**src/rtl/ddo_pkg.sv**
```systemverilog
`default_nettype none

package ddo_pkg;

    // Defaults for the top-level parameters
    localparam int CORDIC_STEPS_DEF  = 20;
    localparam int POS_FRAC_BITS_DEF = 16;
    localparam int HEADING_BITS_DEF  = 24;

    // CORDIC datapath width (Q30 vectors, Q32-turn angles)
    localparam int CW = 34;
    localparam logic signed [CW-1:0] CORDIC_GAIN  = 34'sd652032874;
    localparam logic signed [CW-1:0] QUARTER_TURN = 34'sd1073741824;
    localparam logic signed [CW-1:0] HALF_TURN    = 34'sd2147483648;

    // 1/pi as a Q64 fraction, and its top 30 bits for the fractional product
    localparam logic [63:0] INV_PI_Q64 = 64'h517C_C1B7_2722_0A95;
    localparam logic [29:0] INV_PI_HI  = 30'(INV_PI_Q64 >> 34);

    // Arc divisor: 360 degrees times 2 (mean) times 1e6 um per metre
    localparam logic [29:0] ARC_DIV   = 30'd720000000;
    localparam logic [8:0]  SENS_DIV  = 9'd360;
    localparam logic [8:0]  SENS_RND  = 9'd180;
    localparam logic [6:0]  RANGE_DIV = 7'd100;

    // Step length limit, +-2^32 LSB
    localparam int STEP_W = 34;
    localparam logic signed [STEP_W-1:0] STEP_LIM = 34'sh1_0000_0000;

    // Width of a pose sum before saturation
    localparam int SUM_W = 39;

    // Configuration register map
    typedef enum logic [1:0] {
        REG_WHEEL_CIRC  = 2'd0,
        REG_WHEEL_OFF   = 2'd1,
        REG_MIN_RANGE   = 2'd2,
        REG_MAX_RANGE   = 2'd3
    } cfg_reg_t;

    localparam logic [21:0] WHEEL_CIRC_RST = 22'd176000;
    localparam logic [21:0] WHEEL_OFF_RST  = 22'd60000;
    localparam logic [9:0]  MIN_RANGE_RST  = 10'd5;
    localparam logic [9:0]  MAX_RANGE_RST  = 10'd60;

    // atan(2^-i) in Q32 turns
    function automatic logic [29:0] atan_q32(input logic [4:0] i);
        logic [29:0] v;
        case (i)
            5'd0:  v = 30'd536870912;
            5'd1:  v = 30'd316933406;
            5'd2:  v = 30'd167458907;
            5'd3:  v = 30'd85004756;
            5'd4:  v = 30'd42667331;
            5'd5:  v = 30'd21354465;
            5'd6:  v = 30'd10679838;
            5'd7:  v = 30'd5340245;
            5'd8:  v = 30'd2670163;
            5'd9:  v = 30'd1335087;
            5'd10: v = 30'd667544;
            5'd11: v = 30'd333772;
            5'd12: v = 30'd166886;
            5'd13: v = 30'd83443;
            5'd14: v = 30'd41722;
            5'd15: v = 30'd20861;
            5'd16: v = 30'd10430;
            5'd17: v = 30'd5215;
            5'd18: v = 30'd2608;
            5'd19: v = 30'd1304;
            5'd20: v = 30'd652;
            5'd21: v = 30'd326;
            5'd22: v = 30'd163;
            5'd23: v = 30'd81;
            5'd24: v = 30'd41;
            5'd25: v = 30'd20;
            5'd26: v = 30'd10;
            5'd27: v = 30'd5;
            5'd28: v = 30'd3;
            5'd29: v = 30'd1;
            5'd30: v = 30'd1;
            default: v = 30'd0;
        endcase
        return v;
    endfunction

    // Clamp a pose sum to 32-bit signed
    function automatic logic signed [31:0] sat32(input logic signed [SUM_W-1:0] v);
        logic signed [31:0] r;
        if ((v[SUM_W-1:31] == '0) || (v[SUM_W-1:31] == '1))
            r = v[31:0];
        else if (v[SUM_W-1])
            r = 32'sh8000_0000;
        else
            r = 32'sh7FFF_FFFF;
        return r;
    endfunction

endpackage

`default_nettype wire

```
**src/rtl/ddo_cordic.sv**
```systemverilog
`default_nettype none

// Iterative rotation CORDIC, one micro-rotation per cycle.
module ddo_cordic
    import ddo_pkg::*;
#(
    parameter int STEPS = CORDIC_STEPS_DEF
) (
    input  logic                 clk,
    input  logic                 rst_n,
    input  logic                 start,
    input  logic [31:0]          ang,
    output logic signed [CW-1:0] cos_out,
    output logic signed [CW-1:0] sin_out,
    output logic                 done
);

    localparam int N_IT = (STEPS > 32) ? 32 : STEPS;

    logic                 busy_reg;
    logic                 done_reg;
    logic [4:0]           it_reg;
    logic                 flip_reg;
    logic signed [CW-1:0] x_reg;
    logic signed [CW-1:0] y_reg;
    logic signed [CW-1:0] z_reg;
    logic signed [CW-1:0] z_in;
    logic signed [CW-1:0] z_fold;
    logic                 flip_in;
    logic signed [CW-1:0] xs;
    logic signed [CW-1:0] ys;
    logic signed [CW-1:0] at;
    logic signed [CW-1:0] x_next;
    logic signed [CW-1:0] y_next;
    logic signed [CW-1:0] z_next;
    logic                 last;

    always_comb
    begin
        // fold the angle into the right half-plane
        z_in    = CW'($signed(ang));
        z_fold  = z_in;
        flip_in = 1'b0;
        if (z_in > QUARTER_TURN)
        begin
            z_fold  = z_in - HALF_TURN;
            flip_in = 1'b1;
        end
        else if (z_in < -QUARTER_TURN)
        begin
            z_fold  = z_in + HALF_TURN;
            flip_in = 1'b1;
        end
    end

    always_comb
    begin
        last = (it_reg == 5'(N_IT - 1));
        xs   = x_reg >>> it_reg;
        ys   = y_reg >>> it_reg;
        at   = CW'(atan_q32(it_reg));
        if (!z_reg[CW-1])
        begin
            x_next = x_reg - ys;
            y_next = y_reg + xs;
            z_next = z_reg - at;
        end
        else
        begin
            x_next = x_reg + ys;
            y_next = y_reg - xs;
            z_next = z_reg + at;
        end
    end

    always_ff @(posedge clk or negedge rst_n)
    begin
        if (!rst_n)
        begin
            busy_reg <= 1'b0;
            done_reg <= 1'b0;
            it_reg   <= '0;
        end
        else
        begin
            done_reg <= busy_reg && last;
            if (start)
            begin
                busy_reg <= 1'b1;
                it_reg   <= '0;
            end
            else if (busy_reg)
            begin
                it_reg <= it_reg + 1'b1;
                if (last)
                    busy_reg <= 1'b0;
            end
        end
    end

    always_ff @(posedge clk)
    begin
        if (start)
        begin
            x_reg    <= CORDIC_GAIN;
            y_reg    <= '0;
            z_reg    <= z_fold;
            flip_reg <= flip_in;
        end
        else if (busy_reg)
        begin
            z_reg <= z_next;
            // undo the fold on the final rotation
            if (last && flip_reg)
            begin
                x_reg <= -x_next;
                y_reg <= -y_next;
            end
            else
            begin
                x_reg <= x_next;
                y_reg <= y_next;
            end
        end
    end

    assign cos_out = x_reg;
    assign sin_out = y_reg;
    assign done    = done_reg;

endmodule

`default_nettype wire

```
**config.mk**
```make
export PLATFORM = sky130hd
export DESIGN_NAME = ddo_cordic
export DESIGN_NICKNAME = d
export VERILOG_FILES = /design/src/rtl/ddo_pkg.sv /design/src/rtl/ddo_cordic.sv
export SDC_FILE = /design/constraint.sdc
export NUM_CORES = 1
export LEC_CHECK = 0
export ABC_AREA = 1
export CAP_MARGIN = 20
export CORE_MARGIN = 8
export CORE_UTILIZATION = 39
export DETAILED_ROUTE_END_ITERATION = 10
export DONT_BUFFER_PORTS = 1
export MAX_ROUTING_LAYER = met4
export PLACE_DENSITY = 0.6
export RECOVER_POWER = 25
export SLEW_MARGIN = 10
export SYNTH_ARGS = -nofsm -noshare
export SYNTH_HDL_FRONTEND = slang
export SYNTH_SLANG_ARGS = --single-unit
```
**constraint.sdc**
```tcl
create_clock -name clk -period 7.3 [get_ports clk]
set_clock_uncertainty 0.05 [all_clocks]
set_input_delay 0.73 -clock clk [delete_from_list [all_inputs] [get_ports clk]]
set_output_delay 0.73 -clock clk [all_outputs]
set_load 0.005 [all_outputs]
```
==> impl_metrics.py <==
metrics = {
    "global_routing": {
        "gr-total-overflow": 0,
        "antenna_found_initial": 1,
        "grt_max_degree": 79,
        "grt_pass1_wl_um": 114000,
        "grt_usage": 0.2585,
        "grt_pass1_vias": 20697,
    },
    "worst_hold_path": {
        "min_path_type": "input port to flip-flop",
        "min_from": "start",
    },
    "critical_path": {
        "crit_family": "simple AND/OR/NAND/NOR gates",
        "critPathMaxFanout": 50,
        "critPathCaptureType": "flip-flop",
        "crit_required_ns": 7.56,
        "reg2reg_from": "it_reg[1]",
        "crit_slowest_cell": "inv_2",
        "crit_path_start": "it_reg[1]",
        "cp.arrival_ns": 6.73,
        "cp_common_cell": "nand2_1",
        "start_kind": "flip-flop",
        "path_class": "flip-flop to flip-flop",
        "crit_buf_inv": 6,
        "slowest_delay_ns": 0.65,
    },
    "cts": {
        "cts_sinks": 110,
        "cts_tree": "yes",
        "clkTransAtPathRegs_ns": 0.09,
        "clockBufferDepth": 2,
        "numCtsBuffers": 9,
        "h-tree-depth": 3,
        "ctsHoldBuffers": 1,
        "root_buffer": "clkbuf_16",
        "cts_resized": 0,
        "cts_setup_buffers": 0,
        "clock_latency_ns": 0.41,
    },
    "detailed_routing": {
        "drt_iter0_markers": 2037,
        "wl_per_cell_um": 17.41,
        "wl_um": 73610,
        "ant_nets": 0,
        "via_per_inst": 5.372,
        "dr.pass1.iters": 6,
        "vias": 22718,
        "drc_errors": 0,
    },
    "flow_run": {
        "cap_violations": 0,
    },
    "yosys": {
        "synthCells": 3639,
        "syn_area_sq_um": 19320,
        "synth-edff-count": 35,
        "synth_top_family_by_area": "simple AND/OR/NAND/NOR gates",
        "yosys.area_share.xor_xnor": 0.05711,
        "synthAdderAreaFrac": 0.07498,
        "synth_area_leaders": "nand2_1 (26%), nand3_1 (13%), inv_1 (8.4%)",
        "synth_cell_types": 54,
        "synth_top_area_frac": 0.2622,
        "seq_area_frac_synth": 0.1339,
        "synthArstFlopShare": 0.06364,
        "avgSynthCellArea_sq_um": 5.310,
        "synth_fp_nets": 3788,
        "synth_compound_area_frac": 0.1086,
        "synthMuxAreaShare": 0,
        "synthFlopType": "dfxtp_1",
        "ys_ff_latch": 110,
        "yosysTopAreaCell": "nand2_1",
        "ys_warn_count": 0,
        "synth-simple-area-share": 0.5106,
    },
    "die": {
        "die_x_um": 238.6,
        "coreArea_sq_um": 48950,
        "placementRows": 81,
        "initial_core_util": 0.3948,
        "dieArea_sq_um": 56930,
        "io_pins": 104,
        "die_h_um": 238.6,
    },
    "sta": {
        "period_share": 0.8859,
        "min_period_ns": 6.467,
        "setup_viol": 0,
        "tightestPinTransition_ns": 0.9714,
        "drv_slew": 0,
        "timing.fmax_ghz": 0.1546,
        "setup_tns_ns": 0,
        "finalHoldViolations": 0,
        "rsz0062_at_grt": "false",
        "slew_headroom": 0.3474,
    },
    "placed_design": {
        "place.gp.congestion": 0.9831,
        "port_buffers": 0,
        "dp_hpwl_um": 59670,
    },
    "layout": {
        "nets": 3708,
        "final_cell_mix": "nand2_1 (1350), nand3_1 (509), inv_1 (428), nor2_1 (347), o21ai_0 (143)",
        "drive_gt1_frac": 0.02750,
        "final_common_cell": "nand2_1",
        "areaGrowthSynthToFinish_pct": 4.196,
    },
    "status": {
        "outcome": "complete, no violations",
    },
}
cells by family after synthesis:
| logic type | after synthesis |
|---|---|
| adder cells (fa/ha/maj) | 114 |
| buffers and inverters | 554 |
| XOR/XNOR | 126 |
| AO/OA/AOI/OAI | 375 |
| flip-flops | 110 |
| AND/OR/NAND/NOR | 2360 |
cell type report:
type,instances,area [sq um]
multi-input cells,2975,14530
repair buffers,22,192.7
well taps,664,830.8
diodes,1,2.502
fillers,5609,28820
clock inverters,7,103.9
flip-flops and latches,110,2592
inverters,441,1655
clock buffers,9,225.2
routing by layer:
layer	part of all wire	vias up	track usage
li1	-	11582	-
met1	0.45	10246	0.3310
met2	0.45	768	0.4057
met3	0.072	122	0.04403
met4	0.036	0	0.09453
met5	0	-	-
through the flow:
stage	instance area, sq um	hold WS, ns	std cells	utilization	setup slack (ns)
2_1_floorplan	19320	0.3844	3639	-	2.672
3_5_place_dp	19790	0.3853	4211	0.4043	1.000
6_report	20130	0.3337	4229	0.4113	0.8326
3_3_place_gp	19790	0.3855	4211	0.4043	1.001
4_1_cts	20130	0.3108	4228	0.4113	0.9667
5_1_grt	20130	0.3187	4229	0.4113	0.2319
Yosys cell counts (all sizes together) (10+ instances only):
cell type	instances
ha	111
nand3	509
nand3b	16
xnor2	37
clkbuf	47
or2	31
o21ai	162
dfxtp	68
a21oi	133
inv	438
nor3	30
xor2	89
nor2	359
o21bai	10
o22ai	14
a31oi	21
buf	66
nand2	1350
edfxtp	35
nand4	47
path summary, 6_finish.rpt:
check	to	slack (ns)	cells after the start
worst max-delay path	cos_out[31]	0.83	39
worst min-delay path	it_reg[4]	0.33	1
worst max register to register	cos_out[31]	0.83	39
worst min register to register	cos_out[31]	0.53	2
max in group asynchronous	it_reg[0]	6.23	1
min in group asynchronous	busy_reg	0.64	1
Power is left out: the tool's default activity adds up to more than one toggle a clock period on the data nets, which glitch-free logic cannot reach.
