## config.mk

```make
export PLATFORM = sky130hd
export DESIGN_NAME = ddo_smul
export DESIGN_NICKNAME = d
export VERILOG_FILES = /design/src/rtl/ddo_smul.sv
export SDC_FILE = /design/constraint.sdc
export NUM_CORES = 1
export LEC_CHECK = 0
export BUFFER_PORTS_ARGS = -buffer_cell sky130_fd_sc_hd__buf_2
export CAP_MARGIN = 20
export CORE_MARGIN = 2
export CORE_UTILIZATION = 54
export CTS_CLUSTER_DIAMETER = 120
export CTS_CLUSTER_SIZE = 30
export DETAILED_ROUTE_END_ITERATION = 10
export PLACE_DENSITY_LB_ADDON = 0.15
export RECOVER_POWER = 100
export SLEW_MARGIN = 20
export SYNTH_ARGS = -nofsm -noshare
export SYNTH_HDL_FRONTEND = slang
export SYNTH_SLANG_ARGS = --single-unit
export TNS_END_PERCENT = 20
```

## constraint.sdc

```tcl
create_clock -name clk -period 5.33 [get_ports clk]
set_input_delay 0.533 -clock clk [delete_from_list [all_inputs] [get_ports clk]]
set_output_delay 0.533 -clock clk [all_outputs]
set_load 0.005 [all_outputs]
```

## src/rtl/ddo_smul.sv

```systemverilog
`default_nettype none

// Serial signed multiplier: one multiplier bit per cycle, product mod 2^P_W.
module ddo_smul #(
    parameter int A_W = 34,
    parameter int B_W = 23,
    parameter int P_W = 57
) (
    input  logic                  clk,
    input  logic                  rst_n,
    input  logic                  start,
    input  logic signed [A_W-1:0] a,
    input  logic signed [B_W-1:0] b,
    output logic signed [P_W-1:0] prod,
    output logic                  done
);

    localparam int CNT_W = $clog2(B_W);

    logic             busy_reg;
    logic             done_reg;
    logic [CNT_W-1:0] cnt_reg;
    logic [P_W-1:0]   mcand_reg;
    logic [B_W-1:0]   mplier_reg;
    logic [P_W-1:0]   acc_reg;
    logic             last;
    logic [P_W-1:0]   addend;
    logic [P_W-1:0]   acc_next;

    always_comb
    begin
        last     = (cnt_reg == CNT_W'(B_W - 1));
        addend   = mplier_reg[0] ? mcand_reg : '0;
        // top bit of a signed multiplier carries negative weight
        acc_next = last ? acc_reg - addend : acc_reg + addend;
    end

    always_ff @(posedge clk or negedge rst_n)
    begin
        if (!rst_n)
        begin
            busy_reg <= 1'b0;
            done_reg <= 1'b0;
            cnt_reg  <= '0;
        end
        else
        begin
            done_reg <= busy_reg && last;
            if (start)
            begin
                busy_reg <= 1'b1;
                cnt_reg  <= '0;
            end
            else if (busy_reg)
            begin
                cnt_reg <= cnt_reg + 1'b1;
                if (last)
                    busy_reg <= 1'b0;
            end
        end
    end

    always_ff @(posedge clk)
    begin
        if (start)
        begin
            mcand_reg  <= P_W'(a);
            mplier_reg <= b;
            acc_reg    <= '0;
        end
        else if (busy_reg)
        begin
            acc_reg    <= acc_next;
            mcand_reg  <= mcand_reg << 1;
            mplier_reg <= mplier_reg >> 1;
        end
    end

    assign prod = acc_reg;
    assign done = done_reg;

endmodule

`default_nettype wire

```

==> out/metrics.yaml, run 1 <==
finish:
  stdcell_area_sq_um: 12100
  multi_input_area_sq_um: 6390
  drive_gt1_share_pct: 21.6
  final_core_util_pct: 64.4
  nets: 1413
  nFillCells: 1601
  seq_area_sq_um: 3720
  syn_to_final_growth_pct: 17.0
drt:
  met1_length_um: 12400
  routedWlPerCell_um: 17.3
  top_layer_used: "met5"
  drc: 0
  met2_length_um: 11700
  drt_wl_total_um: 26700
  vias_per_cell: 5.91
  drtIter0Drc: 627
  routed-via-count: 9102
  dr.pass1.iters: 8
  final_antenna_net_count: 0
  wl_met3_um: 2140
logic_synthesis:
  synthTopCellsByArea: "edfxtp_1 23%, dfxtp_1 11%, ha_1 7.1%, mux2_2 5.9%, nand2_1 5.0%"
  synth_seq_area_share_pct: 36.0
  ys_seq_elements: 144
  synth_area_sq_um: 10300
  netlist-cell-type-count: 77
  synth_nets: 1283
  synth_top_area_share_pct: 23.3
  async_reset_ff_share_pct: 4.86
  synth_cells: 1163
  synth_area_per_cell_sq_um: 8.88
  synth_warnings: 0
  yosysTopAreaCell: "edfxtp_1"
  synth_edf_count: 80
  ys.flop_type: "edfxtp_1"
global_route:
  first_global_vias: 8312
  antenna_found_initial: 3
  grtUsageTotal_pct: 26.3
  grt_first_pass_wirelength_um: 42500
  grt_max_degree: 95
  grt-ovfl-total: 0
worst_setup_path:
  crit_chain: "or4_4 > or3_4 > buf_4 > or3_1 > a21boi_2 > a21oi_1 > xor2_1 > nand2_1 > ha_4 > and4_1 > and2_4 > nand4_1 > o21ai_0 > a41oi_2 > buf_4 > o41a_1 > o21ai_2 > buf_4 > nand3_1 > nor3_1 > a21oi_1 > a311oi_1"
  cpMostUsedCell: "buf_4"
  critPathKind: "flip-flop to flip-flop"
  startpoint_type: "flip-flop"
  ff2ff_path_depth: 22
  cp.required_ns: 5.66
  cp.arrival_ns: 5.45
  reg2reg_slack_ns: 0.21
  crit_fanout: 6
  r2r_end: "prod[55]$_SDFFE_PP0P_"
  crit_start: "mcand_reg[13]$_DFFE_PP_"
  crit_path_end: "prod[55]$_SDFFE_PP0P_"
  crit_slowest_cell: "or4_4"
  end_kind: "flip-flop"
  slowest_delay_ns: 0.56
  r2r_start: "mcand_reg[13]$_DFFE_PP_"
floorplanning:
  core_area_sq_um: 18800
  top_level_ports: 118
  initial_utilization_pct: 55.0
  fp.dieArea_sq_um: 20300
  fp.dieW_um: 142
  row_count: 50
  fp.dieH_um: 142
timing:
  setup_slack_ns: 0.209
  hold_viol: 0
  relSlewSlack_pct: -31.7
  maxSlewViolCount: 142
  period_share_pct: 96.1
  fmax_mhz: 195
  finClkSkew_ns: 0.00997
  rsz0062_at_grt: "true"
  hold_ws_ns: 0.385
  setup_viol: 0
  min_period_ns: 5.12
  worstMarginPinSlew_ns: 1.98
run:
  maxCapViolCount: 2
place:
  pre_cts_ws_ns: -0.0130
  port_buffers: 117
  place_congestion: 0.945
  place_hpwl_um: 19300
  placed_area_sq_um: 11400
worst_hold_path:
  worstHoldStart: "b[22]"
  min_path_type: "input pin to flip-flop"
pwr:
  power.density_nw_per_um2: 464
  p_leak_nw: 5.46
  ir_drop_mv: 0.229
  report.power.total_mw: 5.61
clocking:
  clk_latency_ns: 0.43
  cts-htree-levels: 4
  cts_tree: "done"
  cts_root_buf: "clkbuf_16"
  cts_sinks: 144
  cts_buffer_depth: 2
  clkSlewWorstSetupHoldPaths_ns: 0.07
  cts_buffers: 17
status:
  status: "finished, violations left"
  failed_checks: "capacitance limit, slew limit"
==> repair_timing <==
item	in CTS	in global routing
hold buffers	1	0
pin swaps	1	9
resized for setup	3	38
setup buffers	0	2
endpoints found under the setup margin	6	20
hold endpoints to repair	7	0
==> worst max-delay path: cells and delay by family, from the launching register on <==
family                     cells  cell delay (ns)
and+or+nand+nor                9             2.16
buffers and inverters          3             0.47
DFF                            1             0.38
adders and majority gates      1             0.35
AOI/OAI and AO/OA              8             1.49
xor gates and xnor gates       1             0.15
==> layout by cell type, fill, tap and decap left out, drive strengths merged, types with 5 or more instances in the layout <==
cell type / n
a211oi: 7
a21boi: 5
a21o: 44
a21oi: 78
a31oi: 12
and2: 10
and3: 7
buf: 147
clkbuf: 44
clkinv: 5
dfrtp: 7
dfxtp: 57
edfxtp: 80
ha: 59
inv: 48
mux2: 55
mux2i: 30
nand2: 138
nand2b: 12
nand3: 24
nand4: 23
nor2: 98
nor2b: 7
nor3: 10
o211ai: 11
o21a: 9
o21ai: 95
o21bai: 10
o31ai: 13
or3: 11
xnor2: 49
xor2: 41
==> stage by stage <==
stage | setup TNS, ns | std cells
6_report | 0 | 1540
3_5_place_dp | -0.0162 | 1505
2_1_floorplan | 0 | 1163
3_3_place_gp | 0 | 1505
4_1_cts | 0 | 1537
5_1_grt | -0.0997 | 1539
==> cells by family (layout without fill, tap and decap cells) <==
logic type | Yosys count | in the layout | synth area share (%)
simple gates | 360 | 360 | 16.3
other cells | 0 | 1 | 0
fa+ha+maj | 60 | 60 | 7.34
flops | 144 | 144 | 36.0
buf+inv | 105 | 247 | 3.97
xor+xnor | 90 | 90 | 7.63
compound gates | 319 | 319 | 19.8
mux | 85 | 85 | 8.94
==> where the power goes <==
group,internal (mW),switching (mW),total [mW]
clock,0.601,0.518,1.12
sequential,1.44,0.244,1.68
combinational,1.30,1.52,2.82
total,3.33,2.28,5.61
==> synthesized netlist by cell type, types with 23 or more instances <==
library cell  count
o21ai_0          87
dfxtp_1          57
clkbuf_1         49
edfxtp_1         80
inv_1            42
nor2_1           97
a21oi_1          78
mux2_2           54
xor2_1           41
nand2_1         137
nand3_1          24
ha_1             59
a21o_1           44
xnor2_1          49
mux2i_1          30
nand4_1          23
==> worst min-delay path by stage <==
stage / end / slack, ns / depth (start not counted)
finish: mplier_reg[22]$_SDFFCE_PN0P_ / 0.39 / 2
global route: mplier_reg[22]$_SDFFCE_PN0P_ / 0.38 / 2
global placement: done$_DFF_PN0_ / 0.37 / 1
CTS: mcand_reg[0]$_SDFFCE_PN0P_ / 0.37 / 2
detailed placement: done$_DFF_PN0_ / 0.38 / 1
floorplan: busy_reg$_DFF_PN0_ / 0.24 / 0
==> final cells by class <==
class,count,share of cell area (%)
diodes,1,0.0207
inverters,42,1.30
flip-flops and latches,144,30.8
multi-input cells,914,52.9
well taps,234,2.42
clock buffers,18,3.55
repair buffers,174,8.22
clock inverters,13,0.849
==> metal layers <==
| layer | vias to the layer above | global-route usage (%) |
|---|---|---|
| met2 | 317 | 40.2 |
| met5 | - | 0 |
| li1 | 4492 | - |
| met1 | 4250 | 37.4 |
| met4 | 4 | 6.15 |
| met3 | 39 | 7.07 |
Note: power is estimated with default switching activity, not from simulation.
==> run 2, diff against run 1 <==
--- a/config.mk
+++ b/config.mk
@@ -14,6 +14,7 @@
 export DETAILED_ROUTE_END_ITERATION = 10
 export PLACE_DENSITY_LB_ADDON = 0.15
 export RECOVER_POWER = 100
+export SETUP_SLACK_MARGIN = 0.3
 export SLEW_MARGIN = 20
 export SYNTH_ARGS = -nofsm -noshare
 export SYNTH_HDL_FRONTEND = slang
==> out/metrics.yaml, run 2 (synthesis results as in run 1) <==
global_route:
  grtUsageMet1_pct: 39.2  # +1.9 points
  antenna_found_initial: 2  # -1
  use_met2_pct: 39.8  # -0.43 points
  grt_max_degree: 68  # -28%
  grtUsageTotal_pct: 26.6  # +0.31 points
  first_global_vias: 8294  # -0.22%
  grt-ovfl-total: 0  # unchanged
  grt_first_pass_wirelength_um: 43000  # +1.1%
  grt_use_met3_pct: 6.36  # -0.71 points
  busiest_layer: "met2"
status:
  failed_checks: "capacitance limit, slew limit"
  status: "finished, violations left"
clocking:
  clk_latency_ns: 0.44  # about the same
  cts_root_buf: "clkbuf_16"
  cts-htree-levels: 4  # unchanged
  cts_buffer_depth: 2  # unchanged
  clkSlewWorstSetupHoldPaths_ns: 0.07  # about the same
  cts_sinks: 144  # unchanged
  cts_buffers: 17  # unchanged
  cts_tree: "done"
finish:
  final_cells: 1536  # -0.26%
  final_common_cell: "nand2_1"
  nFillCells: 1593  # -0.50%
  final_core_util_pct: 65.3  # +0.88 points
  final_cell_mix: "136 x nand2_1, 95 x nor2_1, 91 x buf_2, 80 x edfxtp_1, 78 x o21ai_0"
  nets: 1408  # -0.35%
  stdcell_area_sq_um: 12300  # +1.4%
  syn_to_final_growth_pct: 18.6
  drive_gt1_share_pct: 22.6  # +0.99 points
place:
  placed_cells: 1494  # -0.73%
  place_congestion: 0.946  # about the same
  pre_cts_ws_ns: 0.0359  # +0.0488 ns
  placed_area_sq_um: 11300  # -0.67%
  place_hpwl_um: 19300  # about the same
  port_buffers: 117  # unchanged
timing:
  period_share_pct: 95.6  # -0.49 points
  relSlewSlack_pct: -79.1  # -47 points
  setup_slack_ns: 0.235  # +0.0263 ns
  worstMarginPinSlew_ns: 2.69  # +0.711 ns
  maxSlewViolCount: 131  # -7.7%
  min_period_ns: 5.09  # -0.0263 ns
  finClkSkew_ns: 0.0111  # +0.00117 ns
  rsz0062_at_grt: "true"
  hold_viol: 0  # unchanged
  hold_ws_ns: 0.385  # -0.000216 ns
  finalSetupTns_ns: 0  # unchanged
  setup_viol: 0  # unchanged
  fmax_mhz: 196  # +0.52%
drt:
  dr.pass1.iters: 5  # -3
  routed-via-count: 9180  # +0.86%
  final_antenna_net_count: 0  # unchanged
  drc: 0  # unchanged
  drt_wl_total_um: 27300  # +2.4%
  drtIter0Drc: 624  # -0.48%
  routedWlPerCell_um: 17.8  # +2.7%
  vias_per_cell: 5.98  # +1.1%
worst_hold_path:
  min_path_type: "input pin to flip-flop"
floorplanning:
  fp.dieArea_sq_um: 20300  # unchanged
  fp.dieH_um: 142  # unchanged
  top_level_ports: 118  # unchanged
  initial_utilization_pct: 55.0  # unchanged
  row_count: 50  # unchanged
  fp.dieW_um: 142  # unchanged
  core_area_sq_um: 18800  # unchanged
pwr:
  report.power.total_mw: 5.86  # +4.4%
  p_leak_nw: 5.49  # +0.51%
  ir_drop_mv: 0.256  # +12%
  power.density_nw_per_um2: 478  # +3.0%
worst_setup_path:
  cp.arrival_ns: 5.39  # -0.06 ns
  end_kind: "flip-flop"
  cp.required_ns: 5.63  # -0.03 ns
  crit_fanout: 5  # -1
  critPathKind: "flip-flop to flip-flop"
  startpoint_type: "flip-flop"
run:
  maxCapViolCount: 2  # unchanged
[run 2: path summary, 6_finish.rpt]
check / startpoint / to / slack [ns] / depth (start not counted)
setup / recovery: mcand_reg[13]$_DFFE_PP_ / prod[53]$_SDFFE_PP0P_ / 0.24 / 20
hold / removal: a[0] / mcand_reg[0]$_SDFFCE_PN0P_ / 0.39 / 2
setup reg to reg: mcand_reg[13]$_DFFE_PP_ / prod[53]$_SDFFE_PP0P_ / 0.24 / 20
hold reg to reg: prod[53]$_SDFFE_PP0P_ / prod[53]$_SDFFE_PP0P_ / 0.48 / 2
max in group asynchronous: rst_n / busy_reg$_DFF_PN0_ / 4.46 / 2
min in group asynchronous: rst_n / cnt_reg[0]$_DFFE_PN0P_ / 0.55 / 2
[run 2: final cells by class]
class                   instances  area, sq um  share of cell area [%]
repair buffers                169          958                    7.82
clock buffers                  17          425                    3.47
clock inverters                15          196                    1.60
flip-flops and latches        144         3720                    30.4
well taps                     234          293                    2.39
inverters                      42          159                    1.30
diodes                          1         2.50                  0.0204
multi-input cells             914         6500                    53.0
[run 2: metal layers]
layer  part of all wire [%]  vias to the layer above
li1                       -                     4465
met1                     47                     4370
met2                     44                      313
met3                    7.7                       30
met4                    1.1                        2
met5                  0.026                        -
[run 2: where the power goes]
part	internal [mW]	leakage, nW	total (mW)	switching (mW)
clock	0.716	0.298	1.28	0.562
sequential	1.44	1.43	1.69	0.250
combinational	1.33	3.76	2.90	1.57
total	3.48	5.49	5.86	2.38
[run 2: worst max-delay path, stage by stage, from the launching register on]
cell      delay (ns)
edfxtp_1        0.38
or4_4           0.56
or3_4           0.38
o41ai_4         0.30
and4_1          0.31
nor2_4          0.04
or2_4           0.27
o211ai_1        0.11
ha_1            0.31
a21oi_2         0.20
o21ai_2         0.10
a221oi_2        0.35
o221ai_2        0.18
a41oi_1         0.27
buf_4           0.17
o41a_1          0.18
o21ai_2         0.10
a311o_1         0.31
a21boi_1        0.18
xor2_1          0.17
o21ai_1         0.07
[run 2: repair_timing]
item                                    4_1_cts  5_1_grt
buffers inserted                              1        7
resized for setup                            22       47
hold endpoints to repair                      7        0
endpoints found under the setup margin       15       20
pin swaps                                     5       21
hold buffers                                  1        0
==> run 3, diff against run 2 <==
==> constraint.sdc (replaced) <==
create_clock -name clk -period 5.33 [get_ports clk]
set_input_delay 0.7995 -clock clk [delete_from_list [all_inputs] [get_ports clk]]
set_output_delay 0.7995 -clock clk [all_outputs]
set_load 0.005 [all_outputs]
==> out/metrics.yaml, run 3 (synthesis results as in run 1) <==
finish:
  final_cell_mix: "137 x nand2_1, 95 x nor2_1, 93 x buf_2, 81 x o21ai_0, 80 x edfxtp_1"
  syn_to_final_growth_pct: 18.0
  final_common_cell: "nand2_1"
  nets: 1407  # -0.071%
  nFillCells: 1561  # -2.0%
  final_cells: 1534  # -0.13%
  drive_gt1_share_pct: 22.3  # -0.29 points
  diodes: 0  # -1
floorplanning:
  fp.dieW_um: 142  # unchanged
  row_count: 50  # unchanged
  top_level_ports: 118  # unchanged
  fp.dieArea_sq_um: 20300  # unchanged
  initial_utilization_pct: 55.0  # unchanged
  fp.dieH_um: 142  # unchanged
  core_area_sq_um: 18800  # unchanged
timing:
  fmax_mhz: 196  # -0.15%
  finalSetupTns_ns: 0  # unchanged
  hold_viol: 0  # unchanged
  relSlewSlack_pct: -93.2  # -14 points
  rsz0062_at_grt: "true"
  worstMarginPinSlew_ns: 2.90  # +0.211 ns
  min_period_ns: 5.10  # +0.00760 ns
  finClkSkew_ns: 0.0156  # +0.00446 ns
  period_share_pct: 95.7  # +0.14 points
  maxSlewViolCount: 56  # -57%
  setup_viol: 0  # unchanged
place:
  placed_cells: 1491  # -0.20%
  place_hpwl_um: 19100  # -0.67%
  port_buffers: 117  # unchanged
  place_congestion: 0.937  # -0.90%
worst_setup_path:
  critPathKind: "flip-flop to flip-flop"
  cp.required_ns: 5.65  # +0.02 ns
  startpoint_type: "flip-flop"
  r2r_end: "prod[56]$_SDFFE_PP0P_"
  reg2reg_slack_ns: 0.23  # about the same
  end_kind: "flip-flop"
  cp.arrival_ns: 5.42  # +0.03 ns
  crit_fanout: 12  # +7
  ff2ff_path_depth: 19  # -5.0%
  r2r_start: "mcand_reg[20]$_DFFE_PP_"
drt:
  drt_wl_total_um: 26900  # -1.5%
  vias_per_cell: 5.95  # -0.52%
  drc: 0  # unchanged
  routed-via-count: 9120  # -0.65%
  drtIter0Drc: 717  # +15%
  dr.pass1.iters: 5  # unchanged
  final_antenna_net_count: 0  # unchanged
  routedWlPerCell_um: 17.6  # -1.4%
status:
  status: "finished, violations left"
  failed_checks: "capacitance limit, slew limit"
global_route:
  first_global_vias: 8367  # +0.88%
  grt_max_degree: 75  # +10%
  grt-ovfl-total: 0  # unchanged
  grtUsageTotal_pct: 26.3  # -0.33 points
  grt_first_pass_wirelength_um: 42600  # -0.93%
  antenna_found_initial: 1  # -1
clocking:
  cts_sinks: 144  # unchanged
  cts-htree-levels: 4  # unchanged
  cts_tree: "done"
  cts_root_buf: "clkbuf_16"
  cts_buffers: 17  # unchanged
  clk_latency_ns: 0.44  # about the same
  cts_buffer_depth: 2  # unchanged
  clkSlewWorstSetupHoldPaths_ns: 0.07  # about the same
pwr:
  ir_drop_mv: 0.264  # +3.1%
  p_leak_nw: 5.47  # -0.36%
  power.density_nw_per_um2: 473  # -1.1%
run:
  maxCapViolCount: 1  # -1
worst_hold_path:
  min_path_type: "input pin to asynchronous set/reset pin"
## run 3: repair_timing
item,4_1_cts,5_1_grt
pin swaps,11,21
endpoints found under the setup margin,18,20
gates resized for setup,17,48
hold buffers,0,0
buffers inserted,5,6
## run 3: through the flow
stage               util, %  area [sq um]  hold slack, ns  total power, mW  setup slack [ns]
floorplan                 -         10400           0.461             3.56             0.232
detailed placement     60.1         11300           0.467             4.33           -0.0344
finish                 64.9         12200           0.247             5.77             0.227
global placement       60.1         11300           0.467             4.29            0.0625
global route           64.9         12200           0.266             6.16            0.0758
CTS                    63.9         12000           0.177             5.63             0.287
## run 3: final cells by class
class	count	area (sq um)	share of cell area [%]
Tap cell	234	293	2.40
Multi-Input combinational cell	914	6480	53.2
Clock buffer	18	439	3.60
Timing Repair Buffer	168	928	7.62
Clock inverter	14	165	1.36
Inverter	42	158	1.29
Sequential cell	144	3720	30.5
## run 3: worst max path at each step
| stage | from | end | slack [ns] | cells past startpoint |
|---|---|---|---|---|
| after floorplan | mplier_reg[0]$_DFFE_PP_ | prod[41]$_SDFFE_PP0P_ | 0.23 | 27 |
| after global placement | mcand_reg[13]$_DFFE_PP_ | prod[56]$_SDFFE_PP0P_ | 0.06 | 20 |
| after detailed placement | mcand_reg[13]$_DFFE_PP_ | prod[56]$_SDFFE_PP0P_ | -0.03 | 19 |
| after CTS | mcand_reg[13]$_DFFE_PP_ | prod[41]$_SDFFE_PP0P_ | 0.29 | 21 |
| after global routing | mcand_reg[20]$_DFFE_PP_ | prod[41]$_SDFFE_PP0P_ | 0.08 | 20 |
| final | mcand_reg[20]$_DFFE_PP_ | prod[56]$_SDFFE_PP0P_ | 0.23 | 19 |
## run 3: worst max-delay path, cell delays in order (launching register included)
cell,delay [ns]
edfxtp_1,0.38
or4_1,0.58
or4_4,0.47
o41ai_4,0.23
and4_1,0.31
nor2_4,0.04
or2_4,0.27
buf_6,0.16
o211ai_1,0.12
ha_2,0.36
nand2_1,0.12
o21ai_0,0.13
a311oi_2,0.27
nor2_1,0.10
a21oi_2,0.20
a21oi_2,0.13
a221oi_2,0.33
a21oi_2,0.11
o311ai_2,0.35
mux2_4,0.33
## run 3: report_power, final
| part | switching (mW) | total (mW) | internal, mW |
|---|---|---|---|
| logic | 1.56 | 2.85 | 1.29 |
| clock network | 0.555 | 1.24 | 0.684 |
| registers | 0.247 | 1.68 | 1.44 |
## run 3: layer usage
layer | up-vias | GRT usage [%] | part of all wire, %
met5 | - | 0 | 0.026
met4 | 2 | 5.78 | 1.4
met3 | 33 | 5.42 | 7.1
met2 | 347 | 39.7 | 43
met1 | 4274 | 38.9 | 49
li1 | 4464 | - | -
