$ cat src/rtl/ddo_udiv.sv
`default_nettype none

// Restoring unsigned divider: one quotient bit per cycle.
module ddo_udiv #(
    parameter int N_W = 42,
    parameter int D_W = 9
) (
    input  logic           clk,
    input  logic           rst_n,
    input  logic           start,
    input  logic [N_W-1:0] num,
    input  logic [D_W-1:0] den,
    output logic [N_W-1:0] quo,
    output logic [D_W-1:0] rem,
    output logic           done
);

    localparam int CNT_W = $clog2(N_W);

    logic             busy_reg;
    logic             done_reg;
    logic [CNT_W-1:0] cnt_reg;
    logic [N_W-1:0]   quo_reg;
    logic [D_W-1:0]   rem_reg;
    logic [D_W-1:0]   den_reg;
    logic             last;
    logic [D_W:0]     trial;
    logic             ge;
    logic [D_W-1:0]   rem_next;

    always_comb
    begin
        last     = (cnt_reg == CNT_W'(N_W - 1));
        trial    = {rem_reg, quo_reg[N_W-1]};
        ge       = (trial >= {1'b0, den_reg});
        rem_next = ge ? D_W'(trial - {1'b0, den_reg}) : trial[D_W-1:0];
    end

    always_ff @(posedge clk or negedge rst_n)
    begin
        if (!rst_n)
        begin
            busy_reg <= 1'b0;
            done_reg <= 1'b0;
            cnt_reg  <= '0;
        end
        else
        begin
            done_reg <= busy_reg && last;
            if (start)
            begin
                busy_reg <= 1'b1;
                cnt_reg  <= '0;
            end
            else if (busy_reg)
            begin
                cnt_reg <= cnt_reg + 1'b1;
                if (last)
                    busy_reg <= 1'b0;
            end
        end
    end

    always_ff @(posedge clk)
    begin
        if (start)
        begin
            quo_reg <= num;
            rem_reg <= '0;
            den_reg <= den;
        end
        else if (busy_reg)
        begin
            // dividend bits shift out the top, quotient bits shift in below
            quo_reg <= {quo_reg[N_W-2:0], ge};
            rem_reg <= rem_next;
        end
    end

    assign quo  = quo_reg;
    assign rem  = rem_reg;
    assign done = done_reg;

endmodule

`default_nettype wire

$ cat config.mk
export PLATFORM = sky130hd
export DESIGN_NAME = ddo_udiv
export DESIGN_NICKNAME = d
export VERILOG_FILES = /design/src/rtl/ddo_udiv.sv
export SDC_FILE = /design/constraint.sdc
export NUM_CORES = 1
export LEC_CHECK = 0
export BUFFER_PORTS_ARGS = -buffer_cell sky130_fd_sc_hd__buf_2
export CAP_MARGIN = 30
export CORE_MARGIN = 2
export CORE_UTILIZATION = 45
export CTS_CLUSTER_DIAMETER = 100
export DETAILED_ROUTE_END_ITERATION = 7
export PLACE_DENSITY = 0.72
export SYNTH_ARGS = -nofsm -noshare
export SYNTH_HDL_FRONTEND = slang
export SYNTH_SLANG_ARGS = --single-unit
$ cat constraint.sdc
create_clock -name clk -period 3 [get_ports clk]
set_clock_uncertainty 0.1 [all_clocks]
set_input_delay 0.75 -clock clk [delete_from_list [all_inputs] [get_ports clk]]
set_output_delay 0.75 -clock clk [all_outputs]
set_load 0.02 [all_outputs]
==> reports/summary.log, run 1 <==
[yosys] share of Yosys cell area claimed by the top area cell type 0.472
[drt] number of violations reported at the end of detailed-routing iteration 0 208
[final_layout] count of inserted antenna diode cells 0
[sta] Setup Total Neg Slack 0 ns
[placed_design] DPL Wire Length 4.96 mm
[clock_network] TritonCTS buffer count 9
[worst_setup_path] data arrival at the endpoint of the critical path 2.78 ns
[yosys] net count of the mapped netlist 309
[yosys] number of instances in the synthesized netlist 243
[worst_setup_path] Critical Path, Cell by Cell inv_1 -> ha_1 -> inv_1 -> fa_1 -> a211oi_2 -> o211ai_1 -> a21oi_2 -> buf_4 -> mux2i_1 -> a211oi_1
[global_routing] maximum number of pins on one net before global-route repair 57
[drt] Vias per Instance 5.13
[final_layout] register area 0.00191 mm²
[clock_network] buffer levels on the longest clock path 2
[die] placement row count 30
[die] die width 88.9 µm
[yosys] biggest area consumer among synthesized cells sky130_fd_sc_hd__edfxtp_1
[sta] Hold Fails Final Rpt 0
[clock_network] # clock sinks 68
[yosys] Mean Syn Cell Area 13.4 µm²
[clock_network] TritonCTS clock tree yes
[yosys] number of unique standard cell types used by synthesis 41
[global_routing] grt ovf 0
[clock_network] clock latency on the worst-skew pair 0.34 ns
[worst_setup_path] kind of start point of the critical path flip-flop
[sta] setup violators final 0
[clock_network] post-cts hold buffer count 0
[final_layout] area added between synthesis and finish 25.8%
[drt] Remaining DRCs 0
[sta] final critical-path share of the clock period 0.897
[job] max cap viols 0
[die] Die Area 0.00791 mm²
[yosys] sequential area share after synthesis 0.589
[sta] relative slew slack 0.603
[drt] ANT nets after route 0
[worst_setup_path] Setup Crit Path Kind reg2reg
[final_layout] FILL cells 601
[sta] worst hold slack after final layout 0.146 ns
[power] Max VDD drop 356 µV
[yosys] number of warnings printed during yosys synthesis 0
[placed_design] gp weighted congestion 0.849
[global_routing] GRT Util Overall 0.191
[worst_hold_path] hold crit path type in2async
[sta] Final Max Slew Viols 0
[yosys] EDFF count, synth 51
[placed_design] # port buffers 105
[drt] total via count after detailed routing 2327
[final_layout] flip-flop count of the largest register after layout 42
[die] Core Box Area 0.00691 mm²
[final_layout] end-of-flow core utilization 0.591
[final_layout] most used cells in the layout excluding fill and tap cells sky130_fd_sc_hd__buf_2 (105), sky130_fd_sc_hd__edfxtp_1 (51), sky130_fd_sc_hd__mux2_2 (42)
[worst_setup_path] most numerous cell on the critical path sky130_fd_sc_hd__inv_1
[sta] final critical delay including setup and external delays 2.69 ns
[final_layout] share of layout cells above drive strength 1 0.472
[final_layout] footprint of the multi-input gates 0.00124 mm²
[die] die height 88.9 µm
[die] initial cell density of the core 0.470
[drt] First-pass DRT Iterations 4
[power] total chip power 3000 µW
[clock_network] CTS H-tree depth 3
[placed_design] # placed instances 438
[outcome] status complete, no violations
[sta] achievable clock frequency 372 MHz
[sta] pin slew with the least headroom to its limit 0.590 ns
[clock_network] number of setup buffers added after CTS 0
[final_layout] non-filler instance count after layout 454
[yosys] biggest area contributors in the synthesized netlist sky130_fd_sc_hd__edfxtp_1 (47%), sky130_fd_sc_hd__mux2_2 (15%), sky130_fd_sc_hd__dfrtp_1 (6.2%)
[final_layout] leading cell type in the layout, fill and taps excluded sky130_fd_sc_hd__buf_2
[final_layout] final layout net count 419
[power] leakage power summed over all cells 0.00181 µW
[global_routing] vias in the first global route 2399
[worst_setup_path] delay contributed by the slowest stage of the critical path 0.43 ns
[global_routing] first-pass GRT wire length 11.3 mm
[yosys] synthesized cell area 0.00325 mm²
[yosys] share of synthesized registers carrying an async set or reset 0.118
[worst_setup_path] Worst Path Required 3.09 ns
[worst_setup_path] slowest cell on the critical path sky130_fd_sc_hd__a21oi_2
[worst_setup_path] endpoint class of the critical path flip-flop
[drt] Final Routed Wirelength 6.93 mm
[yosys] flip-flop and latch count after synthesis 68
[power] power density over the cells 734 mW/mm²
[clock_network] Root Driver sky130_fd_sc_hd__clkbuf_8
[clock_network] clock transition at the register clock pins on the worst setup and hold paths after CTS 0.07 ns
[clock_network] count of instances resized after the clock tree is built 0
[global_routing] number of antenna violations at the first check in global routing 0
[worst_setup_path] largest fanout of any net on the critical path 10
[die] count of pins on the block boundary 106
[yosys] top_reg_cell synth sky130_fd_sc_hd__edfxtp_1
[drt] routed wire length per instance 15.3 µm
[sta] unrepaired setup endpoints after global routing false
[layout make-up]
| type | instances | area share |
|---|---|---|
| clock buffers | 10 | 0.0312 |
| clock inverters | 6 | 0.0135 |
| inverters | 15 | 0.0138 |
| multi-input cells | 151 | 0.304 |
| flip-flops and latches | 68 | 0.468 |
| well taps | 96 | 0.0294 |
| repair buffers | 108 | 0.140 |
[cell usage after synthesis, types with 2 or more instances]
cell type                  instances
sky130_fd_sc_hd__xnor2_1           2
sky130_fd_sc_hd__buf_1             4
sky130_fd_sc_hd__a21oi_1           8
sky130_fd_sc_hd__a211oi_1          4
sky130_fd_sc_hd__nor2_1           22
sky130_fd_sc_hd__a211oi_2          2
sky130_fd_sc_hd__o31ai_1           3
sky130_fd_sc_hd__dfxtp_1           9
sky130_fd_sc_hd__mux2_2           42
sky130_fd_sc_hd__nand3_1           2
sky130_fd_sc_hd__xor2_1            6
sky130_fd_sc_hd__nand4_1           4
sky130_fd_sc_hd__mux2i_1           6
sky130_fd_sc_hd__dfrtp_1           8
sky130_fd_sc_hd__ha_1             11
sky130_fd_sc_hd__a32oi_1           2
sky130_fd_sc_hd__edfxtp_1         51
sky130_fd_sc_hd__o21ai_0           5
sky130_fd_sc_hd__nand2_1           8
sky130_fd_sc_hd__clkbuf_1          4
sky130_fd_sc_hd__inv_1            15
sky130_fd_sc_hd__nand2b_1          5
sky130_fd_sc_hd__nand3b_1          2
[cell families (layout without fill, tap and decap cells)]
group	Yosys count	after routing	synth area share
xor gates and xnor gates	8	8	0.0216
and+or+nand+nor	50	50	0.0755
DFF	68	68	0.589
buffers and inverters	24	139	0.0289
muxes	48	48	0.164
adders and majority gates	12	12	0.0486
AOI/OAI and AO/OA	33	33	0.0724
[worst max-delay path: cells and delay by family (launching register included)]
kind | cells | cell delay [ns]
AO/OA/AOI/OAI | 4 | 0.94
adder cells (fa/ha/maj) | 2 | 0.56
buffers and inverters | 3 | 0.37
flip-flops | 1 | 0.40
multiplexers | 1 | 0.20
[through the flow]
step / worst slack (ns) / area (µm²)
2_1_floorplan: 0.498 / 3250
3_3_place_gp: 0.422 / 3900
3_5_place_dp: 0.309 / 3900
4_1_cts: 0.302 / 4090
5_1_grt: 0.0829 / 4090
6_report: 0.309 / 4090
[per-layer routing]
metal,routed length [µm],track usage,vias to the layer above
met1,2890,0.235,1103
li1,-,-,1121
met4,133,0.103,0
met5,0,0,-
met2,3360,0.303,88
met3,539,0.0572,15
[power breakdown]
part | internal (µW) | switching [µW]
Sequential | 1160 | 102
Clock | 375 | 328
Combinational | 436 | 594
[worst paths after layout]
kind	start	cells past startpoint	end	slack (ns)
worst min register to register	rem[8]$_SDFFE_PP0P_	2	rem[8]$_SDFFE_PP0P_	0.40
min in group clk	rem[8]$_SDFFE_PP0P_	2	rem[8]$_SDFFE_PP0P_	0.40
worst max register to register	quo[41]$_DFFE_PP_	10	rem[1]$_SDFFE_PP0P_	0.31
max in group asynchronous	rst_n	1	cnt_reg[4]$_DFFE_PN0P_	2.49
worst max-delay path	quo[41]$_DFFE_PP_	10	rem[1]$_SDFFE_PP0P_	0.31
worst min-delay path	rst_n	1	busy_reg$_DFF_PN0_	0.15
Note: power is estimated with default switching activity, not from simulation.
==> run 2, diff against run 1 <==
--- a/config.mk
+++ b/config.mk
@@ -8,10 +8,10 @@
 export BUFFER_PORTS_ARGS = -buffer_cell sky130_fd_sc_hd__buf_2
 export CAP_MARGIN = 30
 export CORE_MARGIN = 2
-export CORE_UTILIZATION = 45
+export CORE_UTILIZATION = 40
 export CTS_CLUSTER_DIAMETER = 100
 export DETAILED_ROUTE_END_ITERATION = 7
-export PLACE_DENSITY = 0.72
+export PLACE_DENSITY = 0.65
 export SYNTH_ARGS = -nofsm -noshare
 export SYNTH_HDL_FRONTEND = slang
 export SYNTH_SLANG_ARGS = --single-unit
==> run 2 against run 1 <==
Global-route usage is 2.3 points lower. Routed wire length is 2.2% higher. Cell count is 2.2% higher. Largest cell class unchanged. Maximum frequency is 2.2% higher. Utilization is 6.2 points lower. Critical path depth stayed put.
==> reports/summary.log, run 2 (same netlist as run 1, synthesis figures left out) <==
[worst_setup_path] FF-to-FF End rem[3]$_SDFFE_PP0P_
[worst_setup_path] Setup Crit Path Kind reg2reg
[drt] number of violations reported at the end of detailed-routing iteration 0 103 [-50%]
[power] switching component of the power 1030 µW [+0.16%]
[sta] Setup Total Neg Slack 0 ns [unchanged]
[global_routing] maximum number of pins on one net before global-route repair 65 [+14%]
[global_routing] GRT Util Overall 0.168 [-0.0232]
[power] leakage power summed over all cells 0.00183 µW [+1.5%]
[sta] setup violators final 0 [unchanged]
[power] part of the total power dissipated in the clock network 0.247 [+0.012]
[die] count of pins on the block boundary 106 [unchanged]
[worst_setup_path] kind of start point of the critical path flip-flop
[clock_network] # clock sinks 68 [unchanged]
[job] max cap viols 0 [unchanged]
[sta] relative slew slack 0.477 [-0.126]
[final_layout] share of layout cells above drive strength 1 0.482 [+0.00993]
[power] total chip power 3050 µW [+1.9%]
[drt] First-pass DRT Iterations 4 [unchanged]
[power] Max VDD drop 352 µV [-1.0%]
[worst_setup_path] Worst Path Required 3.09 ns [about the same]
[worst_setup_path] worst r2r src quo[41]$_DFFE_PP_
[worst_setup_path] cells on worst reg2reg path 10 [unchanged]
[final_layout] end-of-flow core utilization 0.529 [-0.0625]
[sta] final critical-path share of the clock period 0.877 [-0.0197]
[power] power density over the cells 739 mW/mm² [+0.74%]
[final_layout] final layout net count 422 [+0.72%]
[worst_setup_path] endpoint class of the critical path flip-flop
[global_routing] number of antenna violations at the first check in global routing 1 [+1]
[placed_design] # port buffers 105 [unchanged]
[global_routing] vias in the first global route 2312 [-3.6%]
[die] initial cell density of the core 0.416 [-0.0542]
[worst_setup_path] worst path bufs/invs 3 [unchanged]
[worst_setup_path] most numerous cell on the critical path sky130_fd_sc_hd__inv_1
[placed_design] gp weighted congestion 0.821 [-3.3%]
[clock_network] CTS H-tree depth 3 [unchanged]
[power] internal power 2030 µW [+2.7%]
[drt] Final Routed Wirelength 7.08 mm [+2.2%]
[die] die height 94.1 µm [+5.8%]
[final_layout] area added between synthesis and finish 27.2%
[worst_setup_path] data arrival at the endpoint of the critical path 2.72 ns [-0.06 ns]
[clock_network] TritonCTS clock tree yes
[final_layout] leading cell type in the layout, fill and taps excluded sky130_fd_sc_hd__buf_2
[worst_setup_path] category of cells accounting for the largest share of critical-path delay compound AO/OA/AOI/OAI gates
[sta] pin slew with the least headroom to its limit 0.784 ns [+0.194 ns]
[sta] final critical delay including setup and external delays 2.63 ns [-0.0590 ns]
[sta] Final Max Slew Viols 0 [unchanged]
[clock_network] buffer levels on the longest clock path 2 [unchanged]
[clock_network] number of setup buffers added after CTS 0 [unchanged]
[worst_setup_path] delay contributed by the slowest stage of the critical path 0.41 ns [-0.02 ns]
[drt] Remaining DRCs 0 [unchanged]
[global_routing] first-pass GRT wire length 11.3 mm [+0.37%]
[worst_hold_path] hold crit path type in2async
[power] switching part of the total power 0.336 [-0.00570]
[drt] total via count after detailed routing 2333 [+0.26%]
[die] die width 94.1 µm [+5.8%]
[drt] routed wire length per instance 15.3 µm [about the same]
[die] Die Area 0.00885 mm² [+12%]
[worst_setup_path] worst setup slack for register-to-register paths 0.37 ns [+0.06 ns]
[final_layout] FILL cells 712 [+18%]
[clock_network] clock latency on the worst-skew pair 0.33 ns [about the same]
[power] combinational cell fraction of total power 0.338 [-0.006]
[sta] Hold Fails Final Rpt 0 [unchanged]
[placed_design] DPL Wire Length 5.10 mm [+2.8%]
[clock_network] clock transition at the register clock pins on the worst setup and hold paths after CTS 0.07 ns [about the same]
[clock_network] Root Driver sky130_fd_sc_hd__clkbuf_8
[drt] Vias per Instance 5.03 [-1.9%]
[clock_network] post-cts hold buffer count 0 [unchanged]
[clock_network] count of instances resized after the clock tree is built 0 [unchanged]
[die] placement row count 32 [+6.7%]
[worst_setup_path] largest fanout of any net on the critical path 8 [-2]
[final_layout] most used cells in the layout excluding fill and tap cells sky130_fd_sc_hd__buf_2 (105), sky130_fd_sc_hd__edfxtp_1 (51), sky130_fd_sc_hd__mux2_2 (42)
[worst_setup_path] slowest cell on the critical path sky130_fd_sc_hd__fa_1
[power] sequential share of power 0.415 [-0.006]
[sta] unrepaired setup endpoints after global routing false
[sta] achievable clock frequency 380 MHz [+2.2%]
[worst_setup_path] Critical Path, Cell by Cell inv_1 -> ha_1 -> inv_1 -> fa_1 -> a211oi_2 -> o211ai_1 -> a21oi_2 -> buf_4 -> mux2i_1 -> a211oi_1
[outcome] status complete, no violations
[drt] ANT nets after route 0 [unchanged]
[global_routing] grt ovf 0 [unchanged]
[die] Core Box Area 0.00781 mm² [+13%]
[final_layout] flip-flop count of the largest register after layout 42 [unchanged]
[clock_network] TritonCTS buffer count 9 [unchanged]
## run 2: changes by cell type in the layout (fill, tap and decap cells not counted), sizes merged
cell,before,now
inv,15,14
clkinvlp,1,0
clkinv,4,3
clkbuf,10,14
bufinv,1,0
diode,0,1
buf,108,111
## run 2: power groups by stage
| stage | Clock (µW) | Combinational (µW) | Sequential (µW) |
|---|---|---|---|
| floorplan | 0 | 588 | 1410 |
| global placement | 0 | 1000 | 1280 |
| detailed placement | 0 | 1030 | 1280 |
| CTS | 778 | 1030 | 1270 |
| finish | 755 | 1030 | 1270 |
| global route | 824 | 1140 | 1290 |
## run 2: final cells by class
type	instances	area, µm²	area share
Sequential cell	68	1910	0.463
Multi-Input combinational cell	151	1240	0.301
Timing Repair Buffer	111	583	0.141
Clock buffer	14	194	0.0470
Tap cell	102	128	0.0309
Inverter	15	56.3	0.0136
Clock inverter	2	13.8	0.00333
Antenna cell	1	2.50	0.000606
## run 2: worst max-delay path by stage
stage | start | end | slack (ns) | cells after the start
global placement | quo[41]$_DFFE_PP_ | rem[4]$_SDFFE_PP0P_ | 0.48 | 10
CTS | quo[41]$_DFFE_PP_ | rem[3]$_SDFFE_PP0P_ | 0.37 | 10
global route | quo[41]$_DFFE_PP_ | rem[3]$_SDFFE_PP0P_ | 0.18 | 10
finish | quo[41]$_DFFE_PP_ | rem[3]$_SDFFE_PP0P_ | 0.37 | 10
floorplan | start | quo[0]$_DFFE_PP_ | 0.50 | 3
detailed placement | quo[41]$_DFFE_PP_ | rem[3]$_SDFFE_PP0P_ | 0.41 | 10
## run 2: routing by layer
metal / up-vias / share of wire / wire length (µm) / GRT usage
met5: - / 0 / 0 / 0
met4: 0 / 0.025 / 178 / 0.0761
met3: 12 / 0.079 / 557 / 0.0714
met2: 79 / 0.45 / 3180 / 0.248
met1: 1110 / 0.45 / 3160 / 0.213
li1: 1132 / - / - / -
## run 2: stage by stage
step                      cell area, µm²  hold slack (ns)  setup slack [ns]  cells
after global routing                4130            0.138             0.176    463
after global placement              3920            0.378             0.481    447
final                               4130            0.141             0.368    464
after detailed placement            3920            0.371             0.414    447
after floorplan                     3250            0.354             0.498    243
after CTS                           4130            0.129             0.373    463
==> run 3, diff against run 2 <==
--- a/config.mk
+++ b/config.mk
@@ -7,11 +7,13 @@
 export LEC_CHECK = 0
 export BUFFER_PORTS_ARGS = -buffer_cell sky130_fd_sc_hd__buf_2
 export CAP_MARGIN = 30
+export CELL_PAD_IN_SITES_DETAIL_PLACEMENT = 0
+export CELL_PAD_IN_SITES_GLOBAL_PLACEMENT = 1
 export CORE_MARGIN = 2
 export CORE_UTILIZATION = 40
 export CTS_CLUSTER_DIAMETER = 100
 export DETAILED_ROUTE_END_ITERATION = 7
-export PLACE_DENSITY = 0.65
+export PLACE_DENSITY_LB_ADDON = 0.1
 export SYNTH_ARGS = -nofsm -noshare
 export SYNTH_HDL_FRONTEND = slang
 export SYNTH_SLANG_ARGS = --single-unit
==> run 3 against run 2 <==
Power fell by 2.7%. Critical endpoint unchanged. Die area did not move. Sequential cell count did not move. Critical path type unchanged. Critical path depth did not move. First-iteration DRC count fell by 29%. Largest cell class unchanged. Global-route usage fell by 0.38 points.
==> reports/summary.log, run 3 (same netlist as run 1, synthesis figures left out) <==
[final_layout] register area 0.00191 mm² [unchanged]
[worst_setup_path] largest fanout of any net on the critical path 9 [+1]
[placed_design] # port buffers 105 [unchanged]
[die] Die Area 0.00885 mm² [unchanged]
[drt] Final Routed Wirelength 6.80 mm [-4.0%]
[power] Max VDD drop 320 µV [-9.1%]
[clock_network] Root Driver sky130_fd_sc_hd__clkbuf_8
[job] max cap viols 0 [unchanged]
[clock_network] clock transition at the register clock pins on the worst setup and hold paths after CTS 0.07 ns [about the same]
[placed_design] DPL Wire Length 4.83 mm [-5.3%]
[sta] final critical-path share of the clock period 0.885 [+0.00822]
[sta] achievable clock frequency 376 MHz [-0.93%]
[global_routing] vias in the first global route 2209 [-4.5%]
[clock_network] TritonCTS buffer count 9 [unchanged]
[power] internal power 1970 µW [-2.9%]
[final_layout] FILL cells 714 [+0.28%]
[placed_design] gp weighted congestion 0.782 [-4.7%]
[drt] First-pass DRT Iterations 4 [unchanged]
[drt] Vias per Instance 4.94 [-1.7%]
[die] initial cell density of the core 0.416 [unchanged]
[worst_hold_path] hold crit path type in2async
[final_layout] count of inserted antenna diode cells 0 [-1]
[drt] ANT nets after route 0 [unchanged]
[placed_design] placed cell areas 0.00391 mm² [-0.19%]
[clock_network] number of setup buffers added after CTS 0 [unchanged]
[final_layout] leading cell type in the layout, fill and taps excluded sky130_fd_sc_hd__buf_2
[final_layout] share of layout cells above drive strength 1 0.479 [-0.00289]
[die] die width 94.1 µm [unchanged]
[sta] relative slew slack 0.607 [+0.129]
[final_layout] footprint of the multi-input gates 0.00124 mm² [unchanged]
[sta] Final Max Slew Viols 0 [unchanged]
[sta] setup violators final 0 [unchanged]
[power] leakage power summed over all cells 0.00181 µW [-1.3%]
[power] switching part of the total power 0.338 [+0.00135]
[worst_setup_path] Worst Path Required 3.11 ns [+0.02 ns]
[sta] unrepaired setup endpoints after global routing false
[worst_setup_path] Setup Crit Path Kind reg2reg
[final_layout] non-filler instance count after layout 461 [-0.65%]
[worst_setup_path] data arrival at the endpoint of the critical path 2.76 ns [+0.04 ns]
[clock_network] CTS H-tree depth 3 [unchanged]
[power] part of the total power dissipated in the clock network 0.239 [-0.008]
[worst_setup_path] delay contributed by the slowest stage of the critical path 0.42 ns [about the same]
[sta] pin slew with the least headroom to its limit 0.588 ns [-0.196 ns]
[drt] total via count after detailed routing 2278 [-2.4%]
[final_layout] final layout net count 421 [-0.24%]
[clock_network] TritonCTS clock tree yes
[die] count of pins on the block boundary 106 [unchanged]
[sta] Hold Fails Final Rpt 0 [unchanged]
[outcome] status complete, no violations
[drt] Remaining DRCs 0 [unchanged]
[global_routing] GRT Util Overall 0.164 [-0.00379]
[clock_network] # clock sinks 68 [unchanged]
[worst_setup_path] most numerous cell on the critical path sky130_fd_sc_hd__inv_1
[final_layout] area added between synthesis and finish 26.1%
[worst_setup_path] slowest cell on the critical path sky130_fd_sc_hd__fa_1
[drt] number of violations reported at the end of detailed-routing iteration 0 73 [-29%]
[power] power density over the cells 726 mW/mm² [-1.8%]
[global_routing] first-pass GRT wire length 10.9 mm [-3.4%]
[clock_network] clock latency on the worst-skew pair 0.33 ns [about the same]
[die] die height 94.1 µm [unchanged]
[worst_setup_path] endpoint class of the critical path flip-flop
[global_routing] grt ovf 0 [unchanged]
[power] switching component of the power 1000 µW [-2.3%]
[worst_setup_path] kind of start point of the critical path flip-flop
[clock_network] count of instances resized after the clock tree is built 0 [unchanged]
[sta] Setup Total Neg Slack 0 ns [unchanged]
[drt] routed wire length per instance 14.7 µm [-3.3%]
[final_layout] flip-flop count of the largest register after layout 42 [unchanged]
[clock_network] post-cts hold buffer count 0 [unchanged]
[die] Core Box Area 0.00781 mm² [unchanged]
[die] placement row count 32 [unchanged]
[clock_network] buffer levels on the longest clock path 2 [unchanged]
[power] sequential share of power 0.424 [+0.009]
[sta] final critical delay including setup and external delays 2.66 ns [+0.0247 ns]
[global_routing] maximum number of pins on one net before global-route repair 65 [unchanged]
[power] combinational cell fraction of total power 0.337 [about the same]
[global_routing] number of antenna violations at the first check in global routing 0 [-1]
[final_layout] most used cells in the layout excluding fill and tap cells sky130_fd_sc_hd__buf_2 (105), sky130_fd_sc_hd__edfxtp_1 (51), sky130_fd_sc_hd__mux2_2 (42)
[worst_setup_path] Critical Path, Cell by Cell inv_1 -> ha_1 -> inv_1 -> fa_1 -> a211oi_2 -> o211ai_1 -> a21oi_2 -> buf_4 -> mux2i_1 -> a211oi_1
[placed_design] # placed instances 446 [-0.22%]
[final_layout] Final Cell Area 0.00409 mm² [-0.91%]
[run 3: routing by layer]
metal / part of all wire / track usage / wire [µm]
met1: 0.45 / 0.217 / 3060
met2: 0.45 / 0.227 / 3050
met3: 0.091 / 0.0787 / 616
met4: 0.010 / 0.0700 / 69
met5: 0 / 0 / 0
[run 3: stage by stage]
step | utilization | power (µW) | hold WS [ns] | worst slack [ns]
2_1_floorplan | - | 2000 | 0.354 | 0.498
3_3_place_gp | 0.501 | 2290 | 0.381 | 0.422
3_5_place_dp | 0.501 | 2290 | 0.380 | 0.317
4_1_cts | 0.524 | 3010 | 0.137 | 0.313
5_1_grt | 0.524 | 3170 | 0.135 | 0.114
6_report | 0.524 | 2970 | 0.155 | 0.344
[run 3: worst paths after layout]
kind / startpoint / end / slack (ns) / depth (start not counted)
min reg2reg: rem[8]$_SDFFE_PP0P_ / rem[8]$_SDFFE_PP0P_ / 0.40 / 2
min: rst_n / cnt_reg[1]$_DFFE_PN0P_ / 0.16 / 1
max: quo[41]$_DFFE_PP_ / rem[3]$_SDFFE_PP0P_ / 0.34 / 10
max in group asynchronous: rst_n / cnt_reg[2]$_DFFE_PN0P_ / 2.47 / 1
max reg2reg: quo[41]$_DFFE_PP_ / rem[3]$_SDFFE_PP0P_ / 0.34 / 10
min in group clk: rem[8]$_SDFFE_PP0P_ / rem[8]$_SDFFE_PP0P_ / 0.40 / 2
[run 3: power groups by stage]
stage               sequential [µW]  clock, µW  combinational, µW
floorplan                      1410          0                588
global placement               1280          0               1010
detailed placement             1280          0               1010
CTS                            1260        736               1010
global route                   1280        783               1110
finish                         1260        710               1000
[run 3: critical path: cells and delay by family (launching register included)]
kind / cells / cell delay [ns]
buffers and inverters: 3 / 0.36
multiplexers: 1 / 0.20
AO/OA/AOI/OAI: 4 / 0.89
adder cells (fa/ha/maj): 2 / 0.57
flip-flops: 1 / 0.40
[run 3: cell type report]
cell class	count	share of cell area
Clock inverter	6	0.0138
Timing Repair Buffer	110	0.141
Sequential cell	68	0.467
Tap cell	102	0.0312
Clock buffer	9	0.0303
Multi-Input combinational cell	151	0.303
Inverter	15	0.0138
